==> config.mk <==
export PLATFORM = sky130hd
export DESIGN_NAME = pmq_link_table
export DESIGN_NICKNAME = d
export VERILOG_FILES = /design/src/rtl/pmq_pkg.sv /design/src/rtl/pmq_link_table.sv
export SDC_FILE = /design/constraint.sdc
export NUM_CORES = 1
export LEC_CHECK = 0
export BUFFER_PORTS_ARGS = -buffer_cell sky130_fd_sc_hd__buf_2
export CORE_MARGIN = 5
export CORE_UTILIZATION = 25
export DETAILED_ROUTE_END_ITERATION = 8
export PLACE_DENSITY = 0.4
export SETUP_SLACK_MARGIN = 0.5
export SLEW_MARGIN = 15
export SYNTH_ARGS = -nofsm -noshare
export SYNTH_HDL_FRONTEND = slang
export SYNTH_SLANG_ARGS = --single-unit
export TNS_END_PERCENT = 30
==> constraint.sdc <==
create_clock -name clk -period 9.3 [get_ports clk]
set_input_delay 0.93 -clock clk [delete_from_list [all_inputs] [get_ports clk]]
set_output_delay 0.93 -clock clk [all_outputs]
set_load 0.01 [all_outputs]
==> src/rtl/pmq_pkg.sv <==
// ----------------------------------------------------------------------------
// pmq_pkg
// Shared constants, types and state codes of the priority message queue.
// ----------------------------------------------------------------------------
`default_nettype none

package pmq_pkg;

    localparam int SLOTS     = 16;
    localparam int MSG_BYTES = 64;

    localparam int IDX_W  = $clog2(SLOTS);
    localparam int PTR_W  = $clog2(SLOTS + 1);
    localparam int BYTE_W = $clog2(MSG_BYTES);
    localparam int CNT_W  = $clog2(MSG_BYTES + 1);
    localparam int ADDR_W = IDX_W + BYTE_W;
    localparam int PRIO_W = 15;

    localparam logic [PTR_W-1:0] NIL = PTR_W'(SLOTS);

    localparam logic [7:0] CFG_MESSAGE_SIZE = 8'd0;
    localparam logic [7:0] CFG_QUEUE_DEPTH  = 8'd1;

    typedef enum logic [2:0] {
        STATUS_OK        = 3'd0,
        STATUS_BAD_PRIO  = 3'd1,
        STATUS_TOO_LONG  = 3'd2,
        STATUS_FULL      = 3'd3,
        STATUS_EMPTY     = 3'd4,
        STATUS_BUF_SHORT = 3'd5
    } status_t;

    typedef enum logic [2:0] {
        ST_IDLE,
        ST_ALLOC,
        ST_WALK,
        ST_FIX,
        ST_EMIT,
        ST_RX_POP,
        ST_RX_RD,
        ST_RX_OUT
    } state_t;

    // Write requests into the link table.
    typedef struct packed {
        logic              nl_we;
        logic [IDX_W-1:0]  nl_idx;
        logic [PTR_W-1:0]  nl_data;
        logic              sl_we;
        logic [IDX_W-1:0]  sl_idx;
        logic [PRIO_W-1:0] sl_prio;
        logic [CNT_W-1:0]  sl_len;
        logic              init;
    } lt_wr_t;

endpackage

`default_nettype wire

==> src/rtl/pmq_link_table.sv <==
// ----------------------------------------------------------------------------
// pmq_link_table
// Slot links, priorities and lengths, with the shared priority comparator.
// ----------------------------------------------------------------------------
`default_nettype none

module pmq_link_table (
    input  wire logic                      clk,
    input  wire logic                      rst_n,
    input  wire pmq_pkg::lt_wr_t           wr,
    input  wire logic [pmq_pkg::PTR_W-1:0] depth,
    input  wire logic [pmq_pkg::IDX_W-1:0] rd_idx,
    input  wire logic [pmq_pkg::PRIO_W-1:0] key,
    output logic      [pmq_pkg::PTR_W-1:0] rd_next,
    output logic      [pmq_pkg::PRIO_W-1:0] rd_prio,
    output logic      [pmq_pkg::CNT_W-1:0] rd_len,
    output logic                           rd_ge
);
    import pmq_pkg::*;

    logic [PTR_W-1:0]  next_reg  [SLOTS];
    logic [SLOTS-1:0]  valid_reg;
    logic [PRIO_W-1:0] prio_reg  [SLOTS];
    logic [CNT_W-1:0]  len_reg   [SLOTS];
    logic [PTR_W:0]    succ;

    always_ff @(posedge clk or negedge rst_n)
    begin
        if (!rst_n)
        begin
            valid_reg <= '0;
        end
        else if (wr.init)
        begin
            valid_reg <= '0;
        end
        else if (wr.nl_we)
        begin
            valid_reg[wr.nl_idx] <= 1'b1;
        end
    end

    always_ff @(posedge clk)
    begin
        if (wr.nl_we)
        begin
            next_reg[wr.nl_idx] <= wr.nl_data;
        end
        if (wr.sl_we)
        begin
            prio_reg[wr.sl_idx] <= wr.sl_prio;
            len_reg[wr.sl_idx]  <= wr.sl_len;
        end
    end

    // An unwritten link reads as the free chain laid down at init.
    always_comb
    begin
        succ = (PTR_W+1)'(rd_idx) + 1'b1;
        if (valid_reg[rd_idx])
        begin
            rd_next = next_reg[rd_idx];
        end
        else if (succ < {1'b0, depth})
        begin
            rd_next = succ[PTR_W-1:0];
        end
        else
        begin
            rd_next = NIL;
        end
        rd_prio = prio_reg[rd_idx];
        rd_len  = len_reg[rd_idx];
        rd_ge   = (prio_reg[rd_idx] >= key);
    end

endmodule

`default_nettype wire

==> run_results.csv <==
group,metric,value,unit
status,outcome,"finished, final reports clean",
synth,synth_edf_count,432,
layout,nets,1048,
timing,period_share,0.611,
routing,drcViolationCount,0,
critical_path,path_max_fanout,47,
critical_path,timing.critical_path.to_type,"output pin",
timing,slew_violations,0,
clock_network,clock_tree_from_tritoncts,"built",
synth,synth.lib_cells_used.distinct,49,
synth,netlist_area,17800,sq um
placed_design,place.gp.congestion,0.696,
synth,synth.yosys.seq_area_share,0.750,
clock_network,number_of_h_tree_levels,2,
critical_path,crit_chain,"clkbuf_8 -> buf_4 -> mux4_2 -> mux4_2 -> ha_1 -> a21o_1 -> a211oi_1 -> o21ai_0 -> a21o_1 -> buf_2",
critical_path,crit_type,"in2out",
critical_path,arrival,4.75,ns
placed_design,io_buffers,91,
critical_path,r2r_setup_slack,8.62,ns
floorplanning,placement_rows,98,
critical_path,cp_peak_stage_delay,0.81,ns
clock_network,cts.sinks,448,
synth,postSynthAreaPerCell,21.4,sq um
timing,final.setup.worst_slack,3.62,ns
clock_network,post_cts_repair_timing_setup_buffer_count,0,
clock_network,worst_skew_pair.late_latency,0.60,ns
clock_network,cts_inserted_buffers,51,
routing,final_antenna_net_count,0,
critical_path,worst_ep_required_time,8.37,ns
floorplanning,design.portCount,92,
timing,finalWorstPathRequiredPeriod,5.68,ns
timing,fin_hold_ws,0.254,ns
synth,postSynth.asyncResetShare,0.0357,
global_route,grt_max_degree,78,
timing,finClkSkew,0,ns
critical_path,cpLargestDelayFamily,"buffers and inverters",
routing,detailedRoute.firstIterationViolations,610,
layout,areaGrowthSynthToFinish,19.0,%
layout,postLayoutCoreUtil,0.298,
routing,routed_wirelength,45400,um
layout,largest_register_ffs,240,
placed_design,hpwl,26500,um
clock_network,post_cts_resize_count,0,
routing,avgRoutedWirePerCell,23.2,um
placed_design,dp_slack,3.54,ns
timing,transition_time_at_the_pin_with_the_least_slew_margin,1.11,ns
synth,synth_fp_nets,918,
global_route,track_usage,0.117,
synth,synth_top_flop_cell,"edfxtp_1",
global_route,grt_overflow_total,0,
global_route,grt_pass1_vias,9290,
timing,rsz_0062_raised_after_global_routing,"no",
floorplanning,initial_core_util,0.251,
power,p_per_area,212,nW/um^2
clock_network,clk_transition_reported_paths,0.06,ns
power,leakage,6.87,nW
floorplanning,die_x,277,um
critical_path,critical-path-slowest-cell,"buf_4",
timing,finalHoldViolCount,0,
clock_network,clock_tree.root_cell,"clkbuf_16",
power,irDropWorstVdd,0.000112,V
clock_network,cts.path.max_buffers,3,
synth,ys_ff_latch,448,
clock_network,cts-hold-fix-buffers,0,
synth,synth.yosys.warnings,0,
timing,timing.setup.tns,0,ns
timing,finalSetupViolCount,0,
floorplanning,die-height,277,um
routing,vias,8587,
layout,layout-drive-gt1-share,0.337,
job,drv.max_cap_violation_count,0,
critical_path,wp_buf_inv,3,
floorplanning,coreArea,71100,sq um
timing,maxSlewHeadroom,0.261,
routing,drt_pass1_iterations,4,
global_route,grt_first_pass_wirelength,66400,um
routing,vias_per_cell,4.39,
synth,syn_inst,834,
floorplanning,floorplan.die_area,76800,sq um
timing,fmax,0.176,GHz
critical_path,worst_setup_start_kind,"input port",
global_route,antenna_found_initial,9,
min_path,timing.hold.worst.class,"in2async",
## cell usage after synthesis (2+ instances only)
master / number / area (sq um)
mux2i_1: 5 / 50.1
dfrtp_1: 16 / 400
inv_1: 23 / 86.3
o32ai_1: 6 / 52.6
a21o_1: 8 / 60.1
buf_1: 2 / 7.51
nand3b_1: 5 / 37.5
ha_1: 20 / 250
nand3_1: 6 / 30.0
or3b_1: 2 / 17.5
nor2b_1: 4 / 25.0
o21a_1: 5 / 37.5
o21ai_0: 2 / 10.0
buf_6: 2 / 22.5
o22ai_1: 4 / 25.0
clkbuf_1: 10 / 37.5
buf_2: 15 / 75.1
mux4_2: 129 / 2910
nand2_1: 10 / 37.5
a21oi_1: 4 / 20.0
nor3_1: 9 / 45.0
mux2_2: 4 / 45.0
edfxtp_1: 432 / 13000
nand2b_1: 7 / 43.8
buf_4: 7 / 52.6
a211oi_1: 2 / 15.0
nor2_1: 68 / 255
a31oi_1: 3 / 18.8
nand4_1: 3 / 18.8
inv_2: 2 / 7.51
## final cells by class
cell class	count	area (sq um)
tap	950	1190
multi-input combinational	325	4280
inverter	25	93.8
clock buffer	64	1350
timing repair buffer	113	636
fill	7018	49900
antenna	1	2.50
sequential	448	13400
clock inverter	30	305
## stage by stage
| step | cell area, sq um | instances | total power (W) |
|---|---|---|---|
| final | 21200 | 1956 | 0.00450 |
| after global routing | 21200 | 1955 | 0.00468 |
| after CTS | 21200 | 1955 | 0.00458 |
| after detailed placement | 19600 | 1861 | 0.00260 |
| after global placement | 19600 | 1861 | 0.00259 |
| after floorplan | 17800 | 834 | 0.00247 |
## worst paths after layout
check	end	cells past startpoint	startpoint
max	rd_ge	10	rd_idx[0]
min in group clk	valid_reg[0]$_DFFE_PN0P_	2	valid_reg[0]$_DFFE_PN0P_
min reg2reg	valid_reg[0]$_DFFE_PN0P_	2	valid_reg[0]$_DFFE_PN0P_
max reg2reg	valid_reg[7]$_DFFE_PN0P_	2	valid_reg[7]$_DFFE_PN0P_
min	valid_reg[0]$_DFFE_PN0P_	1	rst_n
max in group asynchronous	valid_reg[6]$_DFFE_PN0P_	1	rst_n
## layout by cell type, fill, tap and decap left out, types with 4 or more instances in the layout
cell type  synthesis  routed
edfxtp_1         432     432
mux4_2           129     129
buf_2             15      89
nor2_1            68      56
clkbuf_16          0      51
inv_1             23      23
buf_4              7      22
ha_1              20      20
dfrtp_1           16      16
nor2_4             0      12
clkbuf_1          10      11
clkinv_1           0      11
nand2_1           10      10
clkinv_2           0       9
a21o_1             8       8
nand2b_1           7       7
nand3_1            6       6
o32ai_1            6       6
mux2i_1            5       5
o21a_1             5       5
nand3b_1           5       5
nor3_1             9       5
mux2_2             4       4
a21oi_1            4       4
nor2b_1            4       4
o22ai_1            4       4
nor3_2             0       4
bufinv_16          0       4
## routing by layer
metal,global-route usage,vias up,part of all wire
li1,-,3739,-
met1,0.165,4608,0.47
met2,0.185,159,0.47
met3,0.0239,69,0.040
met4,0.0288,12,0.018
met5,0,-,0.0016
## cells by family after synthesis
logic type,count (synthesis),share of synthesized area
flip-flops,448,0.750
multiplexers,138,0.168
AND/OR/NAND/NOR,120,0.0311
buffers and inverters,61,0.0162
AO/OA/AOI/OAI,45,0.0194
adder cells (fa/ha/maj),20,0.0140
XOR/XNOR,2,0.000983
## report_power, final
group	switching (W)	internal, W	total, W
combinational	0.000164	0.000116	0.000279
clock	0.000819	0.00114	0.00196
sequential	0.00000894	0.00225	0.00226
total	0.000992	0.00351	0.00450
No activity file was read; power rests on OpenSTA's default activity.
